**src/buffer_component_to_float32_assert.svh**
```systemverilog
// assertion helpers, expect clk and arst_n in scope
`ifndef BUFFER_COMPONENT_TO_FLOAT32_ASSERT_SVH
`define BUFFER_COMPONENT_TO_FLOAT32_ASSERT_SVH

// same-cycle implication
`define BCTF_ASSERT_IMP(label, ante, cons) \
label: assert property (@(posedge clk) disable iff (!arst_n) (ante) |-> (cons)) \
	else $error("bctf assertion failed");

// next-cycle implication
`define BCTF_ASSERT_NEXT(label, ante, cons) \
label: assert property (@(posedge clk) disable iff (!arst_n) (ante) |=> (cons)) \
	else $error("bctf assertion failed");

`endif

```
**src/bctf_pkg.sv**
```systemverilog
package bctf_pkg;

	localparam logic [2:0] ACT_UINT    = 3'd0;
	localparam logic [2:0] ACT_SINT    = 3'd1;
	localparam logic [2:0] ACT_USCALED = 3'd2;
	localparam logic [2:0] ACT_SSCALED = 3'd3;
	localparam logic [2:0] ACT_UNORM   = 3'd4;
	localparam logic [2:0] ACT_SNORM   = 3'd5;
	localparam logic [2:0] ACT_FLOAT   = 3'd6;
	localparam logic [2:0] ACT_OTHER   = 3'd7;

	localparam logic [5:0] WIDTH_SMALL11  = 6'd11;
	localparam logic [5:0] WIDTH_HALF     = 6'd16;
	localparam logic [5:0] WIDTH_FULL     = 6'd32;
	localparam logic [5:0] NORM_MAX_WIDTH = 6'd24;

	localparam logic [4:0]  SMALL_EXP_ONES = 5'h1f;
	localparam logic [7:0]  EXP_REBIAS     = 8'd112;
	localparam logic [7:0]  EXP_ONES       = 8'hff;
	localparam logic [31:0] ONE_BITS       = 32'h3f80_0000;
	localparam logic [31:0] NEG_ONE_BITS   = 32'hbf80_0000;

	// quotient bits of the normalized divide and how they are spread over stages
	localparam int DIV_STEPS     = 27;
	localparam int DIV_PER_STAGE = 3;
	localparam int DIV_STAGES    = DIV_STEPS / DIV_PER_STAGE;

	typedef enum logic [1:0] {
		MODE_DIRECT,
		MODE_SCALED,
		MODE_UNORM,
		MODE_SNORM
	} mode_t;

	typedef struct packed {
		mode_t       mode;
		logic        neg;
		logic        flag;
		logic [31:0] direct;
		logic [7:0]  expo;
		logic [4:0]  nbits;
	} side_t;

	typedef struct packed {
		logic [31:0] mag;
		logic [31:0] dd;
		side_t       side;
	} front_t;

	typedef struct packed {
		logic [31:0] rem;
		logic [26:0] quo;
		logic [31:0] dd;
		side_t       side;
	} div_t;

endpackage

```
**src/buffer_component_to_float32.sv**
```systemverilog
// Converts one buffer or vertex component per clock into 32 result bits:
// integer types pass through, scaled types become IEEE singles, normalized
// types are divided by their maximum code with round to nearest even, and
// half and small unsigned floats are widened exactly. The pipeline is 14
// register stages deep, and one word enters every cycle unless in_stall is
// high. The depth is set by the normalized divide, which runs 27 quotient
// bits at 3 bits per stage over 9 stages, after decode, leading-zero count,
// shift and round stages.
// in_stall rises only when every stage holds a word and the output is stalled.
`include "buffer_component_to_float32_assert.svh"

module buffer_component_to_float32 (
	input  logic        clk,
	input  logic        arst_n,
	input  logic        in_valid,
	output logic        in_stall,
	input  logic [2:0]  action,
	input  logic [5:0]  comp_width,
	input  logic [31:0] raw_value,
	output logic        out_valid,
	input  logic        out_stall,
	output logic [31:0] result_bits,
	output logic        unsupported_width
);

	localparam int ST_S1     = 0;
	localparam int ST_S2     = 1;
	localparam int ST_S3     = 2;
	localparam int ST_S4     = 3;
	localparam int DIV_FIRST = 4;
	localparam int DIV_LAST  = DIV_FIRST + bctf_pkg::DIV_STAGES - 1;
	localparam int ST_OUT    = DIV_LAST + 1;
	localparam int NUM_ST    = ST_OUT + 1;

	logic [NUM_ST-1:0] vld_q;
	logic [NUM_ST-1:0] rdy;

	bctf_pkg::front_t front_d;
	bctf_pkg::front_t front_s1;
	bctf_pkg::front_t front_s2;
	logic [4:0]       lz_s2;
	bctf_pkg::front_t norm_d;
	bctf_pkg::front_t front_s3;
	logic [4:0]       lz_s3;
	bctf_pkg::div_t   div_d;
	bctf_pkg::div_t   div_s4;
	bctf_pkg::div_t   chain [bctf_pkg::DIV_STAGES+1];
	logic [31:0]      res_s5;
	logic             flag_s5;

	logic        in_neg;
	logic [4:0]  lz_d;
	logic [23:0] r_mant;
	logic        r_inc;
	logic [24:0] r_sum;
	logic [23:0] r_m;
	logic [7:0]  r_exp;
	logic [8:0]  r_base;

	bctf_pkg::div_t fin;
	logic [23:0]    f_mant;
	logic           f_guard;
	logic           f_sticky;
	logic [8:0]     f_exp;
	logic [24:0]    f_sum;
	logic [22:0]    f_frac;
	logic [31:0]    f_q;
	logic [31:0]    res_d;

	// exact single for a small subnormal mantissa times 2^(base-127)
	function automatic logic [30:0] sub_to_single(input logic [9:0] m, input logic [7:0] base);
		logic [3:0]  h;
		logic [23:0] sh;
		h = 4'd0;
		for (int i = 0; i < 10; i++) begin
			if (m[i]) begin
				h = 4'(i);
			end
		end
		sh = {14'd0, m} << (5'd23 - {1'b0, h});
		return {8'(base + {4'd0, h}), sh[22:0]};
	endfunction

	function automatic logic [31:0] float_decode(input logic [31:0] raw, input logic [5:0] w);
		logic [4:0]  ex;
		logic [9:0]  m;
		logic [22:0] frac;
		logic [7:0]  base;
		logic [31:0] r;
		if (w == bctf_pkg::WIDTH_FULL) begin
			r = raw;
		end else if (w == bctf_pkg::WIDTH_HALF) begin
			ex = raw[14:10];
			m  = raw[9:0];
			if (ex == bctf_pkg::SMALL_EXP_ONES) begin
				r = {raw[15], bctf_pkg::EXP_ONES, m, 13'd0};
			end else if (ex == 5'd0) begin
				r = (m == 10'd0) ? {raw[15], 31'd0} : {raw[15], sub_to_single(m, 8'd103)};
			end else begin
				r = {raw[15], {3'd0, ex} + bctf_pkg::EXP_REBIAS, m, 13'd0};
			end
		end else begin
			if (w == bctf_pkg::WIDTH_SMALL11) begin
				m    = {4'd0, raw[5:0]};
				ex   = raw[10:6];
				frac = {raw[5:0], 17'd0};
				base = 8'd107;
			end else begin
				m    = {5'd0, raw[4:0]};
				ex   = raw[9:5];
				frac = {raw[4:0], 18'd0};
				base = 8'd108;
			end
			if (ex == bctf_pkg::SMALL_EXP_ONES) begin
				r = {1'b0, bctf_pkg::EXP_ONES, frac};
			end else if (ex == 5'd0) begin
				r = (m == 10'd0) ? 32'd0 : {1'b0, sub_to_single(m, base)};
			end else begin
				r = {1'b0, {3'd0, ex} + bctf_pkg::EXP_REBIAS, frac};
			end
		end
		return r;
	endfunction

	// handshake: a stage loads when it is empty or its word moves on
	assign rdy[ST_OUT] = !vld_q[ST_OUT] || !out_stall;
	genvar k;
	generate
		for (k = 0; k < ST_OUT; k++) begin : g_rdy
			assign rdy[k] = !vld_q[k] || rdy[k+1];
		end
	endgenerate

	assign in_stall = !rdy[ST_S1];

	always_ff @(posedge clk or negedge arst_n) begin
		if (!arst_n) begin
			vld_q <= '0;
		end else begin
			if (rdy[0]) begin
				vld_q[0] <= in_valid;
			end
			for (int i = 1; i < NUM_ST; i++) begin
				if (rdy[i]) begin
					vld_q[i] <= vld_q[i-1];
				end
			end
		end
	end

	// stage 1: decode, magnitude, divisor, direct results
	always_comb begin
		in_neg = raw_value[31] &&
			(action == bctf_pkg::ACT_SSCALED || action == bctf_pkg::ACT_SNORM);
		front_d.mag         = in_neg ? 32'(~raw_value + 32'd1) : raw_value;
		front_d.side.mode   = bctf_pkg::MODE_DIRECT;
		front_d.side.neg    = in_neg;
		front_d.side.flag   = 1'b0;
		front_d.side.direct = raw_value;
		front_d.side.expo   = 8'd0;
		front_d.side.nbits  = 5'd1;
		case (action)
			bctf_pkg::ACT_USCALED, bctf_pkg::ACT_SSCALED: begin
				if (raw_value == 32'd0) begin
					front_d.side.direct = 32'd0;
				end else begin
					front_d.side.mode = bctf_pkg::MODE_SCALED;
				end
			end
			bctf_pkg::ACT_UNORM: begin
				if (comp_width < 6'd1 || comp_width > bctf_pkg::NORM_MAX_WIDTH) begin
					front_d.side.flag = 1'b1;
				end else if (raw_value != 32'd0) begin
					front_d.side.mode  = bctf_pkg::MODE_UNORM;
					front_d.side.nbits = comp_width[4:0];
				end
			end
			bctf_pkg::ACT_SNORM: begin
				if (comp_width < 6'd2 || comp_width > bctf_pkg::NORM_MAX_WIDTH) begin
					front_d.side.flag = 1'b1;
				end else if (raw_value != 32'd0) begin
					front_d.side.mode  = bctf_pkg::MODE_SNORM;
					front_d.side.nbits = 5'(comp_width - 6'd1);
				end
			end
			bctf_pkg::ACT_FLOAT: begin
				front_d.side.direct = float_decode(raw_value, comp_width);
			end
			default: begin
				front_d.side.direct = raw_value;
			end
		endcase
		// (2^n - 1) left aligned in 32 bits
		front_d.dd = 32'hffff_ffff << (6'd32 - {1'b0, front_d.side.nbits});
	end

	always_ff @(posedge clk) begin
		if (rdy[ST_S1]) begin
			front_s1 <= front_d;
		end
	end

	// stage 2: leading zero count
	always_comb begin
		lz_d = 5'd0;
		for (int i = 0; i < 32; i++) begin
			if (front_s1.mag[i]) begin
				lz_d = 5'(31 - i);
			end
		end
	end

	always_ff @(posedge clk) begin
		if (rdy[ST_S2]) begin
			front_s2 <= front_s1;
			lz_s2    <= lz_d;
		end
	end

	// stage 3: normalize
	always_comb begin
		norm_d     = front_s2;
		norm_d.mag = front_s2.mag << lz_s2;
	end

	always_ff @(posedge clk) begin
		if (rdy[ST_S3]) begin
			front_s3 <= norm_d;
			lz_s3    <= lz_s2;
		end
	end

	// stage 4: round to single, finish scaled, set up the divide
	always_comb begin
		r_mant = front_s3.mag[31:8];
		r_inc  = front_s3.mag[7] && ((|front_s3.mag[6:0]) || r_mant[0]);
		r_sum  = {1'b0, r_mant} + {24'd0, r_inc};
		if (r_sum[24]) begin
			r_m   = 24'h80_0000;
			r_exp = 8'd159 - {3'd0, lz_s3};
		end else begin
			r_m   = r_sum[23:0];
			r_exp = 8'd158 - {3'd0, lz_s3};
		end
		r_base = {1'b0, r_exp} + 9'd1 - {4'd0, front_s3.side.nbits};

		div_d.rem  = {1'b0, r_m, 7'd0};
		div_d.quo  = 27'd0;
		div_d.dd   = front_s3.dd;
		div_d.side = front_s3.side;
		div_d.side.expo = r_base[7:0];
		if (front_s3.side.mode == bctf_pkg::MODE_SCALED) begin
			div_d.side.mode   = bctf_pkg::MODE_DIRECT;
			div_d.side.direct = {front_s3.side.neg, r_exp, r_m[22:0]};
		end
	end

	always_ff @(posedge clk) begin
		if (rdy[ST_S4]) begin
			div_s4 <= div_d;
		end
	end

	assign chain[0] = div_s4;

	genvar g;
	generate
		for (g = 0; g < bctf_pkg::DIV_STAGES; g++) begin : g_div
			bctf_div_stage u_div (
				.clk (clk),
				.en  (rdy[DIV_FIRST+g]),
				.d   (chain[g]),
				.q   (chain[g+1])
			);
		end
	endgenerate

	// last stage: round the quotient, sign and clamp
	always_comb begin
		fin = chain[bctf_pkg::DIV_STAGES];
		if (fin.quo[26]) begin
			f_mant   = fin.quo[26:3];
			f_guard  = fin.quo[2];
			f_sticky = (|fin.quo[1:0]) || (fin.rem != 32'd0);
			f_exp    = {1'b0, fin.side.expo};
		end else begin
			f_mant   = fin.quo[25:2];
			f_guard  = fin.quo[1];
			f_sticky = fin.quo[0] || (fin.rem != 32'd0);
			f_exp    = {1'b0, fin.side.expo} - 9'd1;
		end
		f_sum = {1'b0, f_mant} + {24'd0, f_guard && (f_sticky || f_mant[0])};
		if (f_sum[24]) begin
			f_frac = 23'd0;
			f_exp  = f_exp + 9'd1;
		end else begin
			f_frac = f_sum[22:0];
		end
		f_q = {1'b0, f_exp[7:0], f_frac};
		case (fin.side.mode)
			bctf_pkg::MODE_UNORM: res_d = f_q;
			bctf_pkg::MODE_SNORM: begin
				if (!fin.side.neg) begin
					res_d = f_q;
				end else if (f_q > bctf_pkg::ONE_BITS) begin
					res_d = bctf_pkg::NEG_ONE_BITS;
				end else begin
					res_d = {1'b1, f_q[30:0]};
				end
			end
			default: res_d = fin.side.direct;
		endcase
	end

	always_ff @(posedge clk) begin
		if (rdy[ST_OUT]) begin
			res_s5  <= res_d;
			flag_s5 <= fin.side.flag;
		end
	end

	assign out_valid         = vld_q[ST_OUT];
	assign result_bits       = res_s5;
	assign unsupported_width = flag_s5;

	`BCTF_ASSERT_IMP(a_stall_only_when_full, in_stall, out_valid && out_stall)
	`BCTF_ASSERT_IMP(a_flag_is_direct, vld_q[ST_S1] && front_s1.side.flag,
		front_s1.side.mode == bctf_pkg::MODE_DIRECT)
	`BCTF_ASSERT_IMP(a_no_scaled_in_div, vld_q[ST_S4],
		div_s4.side.mode != bctf_pkg::MODE_SCALED)
	`BCTF_ASSERT_IMP(a_div_start_norm, vld_q[ST_S4] &&
		(div_s4.side.mode == bctf_pkg::MODE_UNORM || div_s4.side.mode == bctf_pkg::MODE_SNORM),
		div_s4.rem[30])
	`BCTF_ASSERT_IMP(a_rem_below_div, vld_q[DIV_LAST] &&
		(fin.side.mode == bctf_pkg::MODE_UNORM || fin.side.mode == bctf_pkg::MODE_SNORM),
		fin.rem < fin.dd)

endmodule

```
**src/bctf_div_stage.sv**
```systemverilog
module bctf_div_stage (
	input  logic              clk,
	input  logic              en,
	input  bctf_pkg::div_t    d,
	output bctf_pkg::div_t    q
);

	bctf_pkg::div_t div_s1;
	bctf_pkg::div_t nxt;
	logic [32:0]    trial [bctf_pkg::DIV_PER_STAGE];

	// restoring division, one quotient bit per step, remainder stays below dd
	always_comb begin
		nxt = d;
		for (int i = 0; i < bctf_pkg::DIV_PER_STAGE; i++) begin
			trial[i] = {nxt.rem, 1'b0};
			if (trial[i] >= {1'b0, nxt.dd}) begin
				nxt.rem = 32'(trial[i] - {1'b0, nxt.dd});
				nxt.quo = {nxt.quo[25:0], 1'b1};
			end else begin
				nxt.rem = trial[i][31:0];
				nxt.quo = {nxt.quo[25:0], 1'b0};
			end
		end
	end

	always_ff @(posedge clk) begin
		if (en) begin
			div_s1 <= nxt;
		end
	end

	assign q = div_s1;

endmodule

```
**config.mk**
```make
export PLATFORM = sky130hd
export DESIGN_NAME = buffer_component_to_float32
export DESIGN_NICKNAME = d
export VERILOG_FILES = /design/src/bctf_pkg.sv /design/src/buffer_component_to_float32.sv /design/src/bctf_div_stage.sv
export VERILOG_INCLUDE_DIRS = /design/src /design/src/src
export SDC_FILE = /design/constraint.sdc
export NUM_CORES = 2
export LEC_CHECK = 0
export BUFFER_PORTS_ARGS = -buffer_cell sky130_fd_sc_hd__buf_2
export CORE_ASPECT_RATIO = 1.1
export CORE_MARGIN = 4
export CORE_UTILIZATION = 40
export CTS_CLUSTER_SIZE = 20
export DETAILED_ROUTE_END_ITERATION = 8
export GPL_ROUTABILITY_DRIVEN = 0
export HOLD_SLACK_MARGIN = 0.06
export SYNTH_ARGS = -nofsm -noshare
export SYNTH_HDL_FRONTEND = slang
export SYNTH_SLANG_ARGS = --single-unit
export TNS_END_PERCENT = 100
```
**constraint.sdc**
```tcl
create_clock -name clk -period 17 [get_ports clk]
set_clock_uncertainty 0.15 [all_clocks]
set_input_delay 0.85 -clock clk [delete_from_list [all_inputs] [get_ports clk]]
set_output_delay 0.85 -clock clk [all_outputs]
set_load 0.01 [all_outputs]
```
==> summary by stage <==
Die
The starting density of the core is 0.403. The area of the core is 263000 um2. In this run the horizontal extent of the chip is between 400 and 500 um.

In this run the vertical extent of the chip is ~550 um. The count of pins on the block boundary is 80. The floorplan has between 150 and 200 rows.

The die covers between 200000 and 300000 um2.

Status
The flow ran to the end, and the final reports show no timing, DRC or antenna violations.

Critical path
Together, buffers and inverters on the worst path number 3. Grouping stages by cell kind, the critical path spends the most delay in compound AO/OA/AOI/OAI gates. In this design, the stage delay of the slowest critical-path cell is between 0.9 and 1 ns.

At the worst endpoint, the arrival time is between 10 and 15 ns. The most repeated library cell on the critical path is ha_1. The data required time of the worst path is 17.44 ns. The cell with the biggest individual delay on the critical path is a2111oi_1. By startpoint and endpoint, the worst setup path is classified as reg -> reg. STA classifies the critical path endpoint as a flop. The kind of start point of the critical path is a flop. The largest fanout of any net on the critical path is 25.

Global routing
Summed over all layers, the global routing overflow is 0. The first global-routing pass estimated 446000 um of wire. The total routing resource utilization after global routing is 0.204. The via count of the first global-routing pass is around 78000.

The number of antenna violations at the first check in global routing came to 5. Entering global routing, the biggest net connects 75 pins.

Timing
The peak clock frequency supported by timing is 0.0794 GHz. Setup repair after global routing left no endpoint under its margin. For the final routed database, the setup TNS stands at 0 ns. After layout, the minimum clock period comes to 12.60 ns. On the final layout, the worst hold slack is 0.213 ns. The transition at the pin with the smallest max-transition slack is 1.23 ns. The final max-slew violation count is 0. Setup violations remaining at the end of the flow were counted as 0. The number of failing hold endpoints at the final stage is 0. The ratio of final minimum period to clock period is 0.741.

Setup slack closes at 4.40 ns. In this run the tightest slew margin relative to its limit is 0.181.

Clock tree
The clock root buffer is clkbuf_16. The insertion delay to the later sink of the worst-skew pair is 0.85 ns. Clock-pin slew was measured on the worst setup and hold paths at around 0.060 ns. TritonCTS built the clock tree. The maximum buffer depth of the clock tree is 3. The number of buffers created by CTS is 167. The CTS H-tree depth is 4.

The clock net sink count is 1547. The count of buffers added by post-CTS timing repair for setup is 0. The number of gates given a new drive strength after cts is 0.

Hold path
The worst hold path belongs to the class in -> reg.

Synth
The fraction of post-synthesis cell area in the top cell type by area is 0.435. The compound-cell area share of the yosys netlist is 0.174. During synthesis, Yosys emitted a total of 0 warnings.

The fraction of the mapped netlist area in adder cells is 0.104. Counting every instance in the synthesized netlist gives 10210. The number of nets in the synthesized netlist is roughly 11000. edfxtp_1 is the most common cell in the netlist.

By count the netlist is led by edfxtp_1 (1533), ha_1 (866), a21oi_1 (824). The average instance in the mapped netlist occupies 10.4 um2. The cell accounting for the most synthesized area is edfxtp_1. The flip-flop and latch count after synthesis is 1547. Measured against the total synthesized area, the mux share comes to 0.0630. After synthesis, the largest family of logic cells by area is compound AO/OA/AOI/OAI gates.

The share of the Yosys chip area taken by registers is 0.439. The distinct cell type count after synthesis is 111. In the synthesized netlist the dominant register cell turns out to be edfxtp_1. Of the total synthesized cell area, the portion taken by AND, OR, NAND and NOR gates is 0.121.

Of the total synthesized cell area, the portion taken by XOR and XNOR cells is 0.0672. In this run the cell area of the synthesized design comes to 106000 um2. In the post-synthesis netlist, the biggest area contributors are edfxtp_1 (44%), ha_1 (10%), mux2_2 (4.9%).

Of all flip-flops after synthesis, the portion carrying an async set or reset was 0.00905. Counting flops with a built-in enable in the synthesized netlist gives between 1500 and 2000.

Drt
The detail route stage leaves a number of antenna-violating nets equal to 0. The DRC marker count from the first detailed-route iteration is ~6000. Detailed routing inserted a total of between 70000 and 80000 vias.

After detailed routing, the number of vias per cell comes to 5.73. Summed over all layers, the routed wires come to between 200000 and 300000 um. For this run, the detailed router's first-pass iteration total came to 8. The detailed-route wire length per cell is 20.9 um. The number of DRC violations after detailed routing is 0.

Final layout
The final layout contains 11196 nets. Relative to the synthesized area, the layout overhead comes to 9.77%. The fraction of final layout cells sized beyond drive strength 1 is 0.0989.

Place
The half-perimeter wire length after detailed placement is between 200000 and 250000 um. The quantity of I/O buffers inserted on ports is ~80. Prior to clock tree synthesis, the placed netlist has a worst setup slack of 4.71 ns.

Run
The tool flagged a number of max-cap violations equal to 0.
[layer usage]
layer | part of all wire | GRT usage | vias to the layer above | wire length (um)
met5 | 0.000045 | 0 | - | 13
met4 | 0.051 | 0.0951 | 2 | 14700
met3 | 0.050 | 0.0258 | 649 | 14500
met2 | 0.49 | 0.357 | 2473 | 142000
met1 | 0.41 | 0.251 | 38201 | 119000
li1 | - | - | 38342 | -
[state kept, by name (all words and copies together), names as in the netlist, 5 cells and up]
name           count
g_div.u_div.q   1075
front_s1         105
front_s2         105
chain            100
front_s3          66
div_d             39
result_bits       32
vld_q             14
lz_s2              5
lz_s3              5
[logic make-up after synthesis]
logic type                 Yosys count
adders and majority gates          876
buffers and inverters              848
DFF                               1547
and+or+nand+nor                   2678
xor gates and xnor gates           810
muxes                              584
AOI/OAI and AO/OA                 2867
[per-stage QoR]
stage / util / cell area, um2 / instances
3_5_place_dp: 0.420 / 110000 / 13586
5_1_grt: 0.442 / 116000 / 13897
3_3_place_gp: 0.420 / 110000 / 13586
6_report: 0.442 / 116000 / 13898
4_1_cts: 0.442 / 116000 / 13896
2_1_floorplan: - / 106000 / 10210
[worst reg2reg max path: cells and delay by family (launching register included)]
family                   cells  cell delay [ns]
multiplexers                 2             0.78
buffers and inverters        3             0.89
AND/OR/NAND/NOR             11             3.54
adder cells (fa/ha/maj)      3             0.87
flip-flops                   1             0.46
AO/OA/AOI/OAI               18             5.69
[cell usage in the layout (no fill, tap or decap), drive strengths merged, types with 33 or more instances in the layout]
cell / instances
o31ai: 85
buf: 142
and4: 33
and2: 87
mux2: 492
ha: 866
nor4: 55
nor2b: 104
nand2b: 167
o21bai: 126
o21ai: 657
a21boi: 34
o21a: 141
nor3: 163
mux2i: 84
inv: 606
xor2: 296
nor2: 704
a21oi: 825
nand3: 209
edfxtp: 1533
clkinv: 79
or3: 43
clkbuf: 190
nand4: 127
or2: 36
xnor2: 514
o211ai: 57
nand2: 792
a31oi: 95
a211oi: 90
a21o: 376
and3: 84
[layout make-up]
type,count,area (um2)
Tap cell,3482,4360
Multi-Input combinational cell,7815,56300
Inverter,600,2260
Antenna cell,2,5.00
Fill cell,24173,146000
Sequential cell,1547,46400
Timing Repair Buffer,144,888
Clock inverter,118,1600
Clock buffer,190,4270
[path summary, 6_finish.rpt]
check / start / endpoint / slack, ns / cells past startpoint
max in group asynchronous: arst_n / vld_q[2] / 15.96 / 2
min: raw_value[30] / front_s1[43] / 0.21 / 3
min in group asynchronous: arst_n / vld_q[0] / 0.34 / 2
max: g_div[5].u_div.q[50] / g_div[6].u_div.q[137] / 4.40 / 37
min reg2reg: g_div[4].u_div.q[13] / g_div[5].u_div.q[13] / 0.22 / 0
max reg2reg: g_div[5].u_div.q[50] / g_div[6].u_div.q[137] / 4.40 / 37
[repair_timing]
item                                   CTS  global route
setup endpoints to repair                0             0
hold buffers                             2             0
endpoints found under the hold margin   15             0
Power is not shown: default switching activity piles up to over one toggle a cycle in this logic, so the estimate is an artifact.
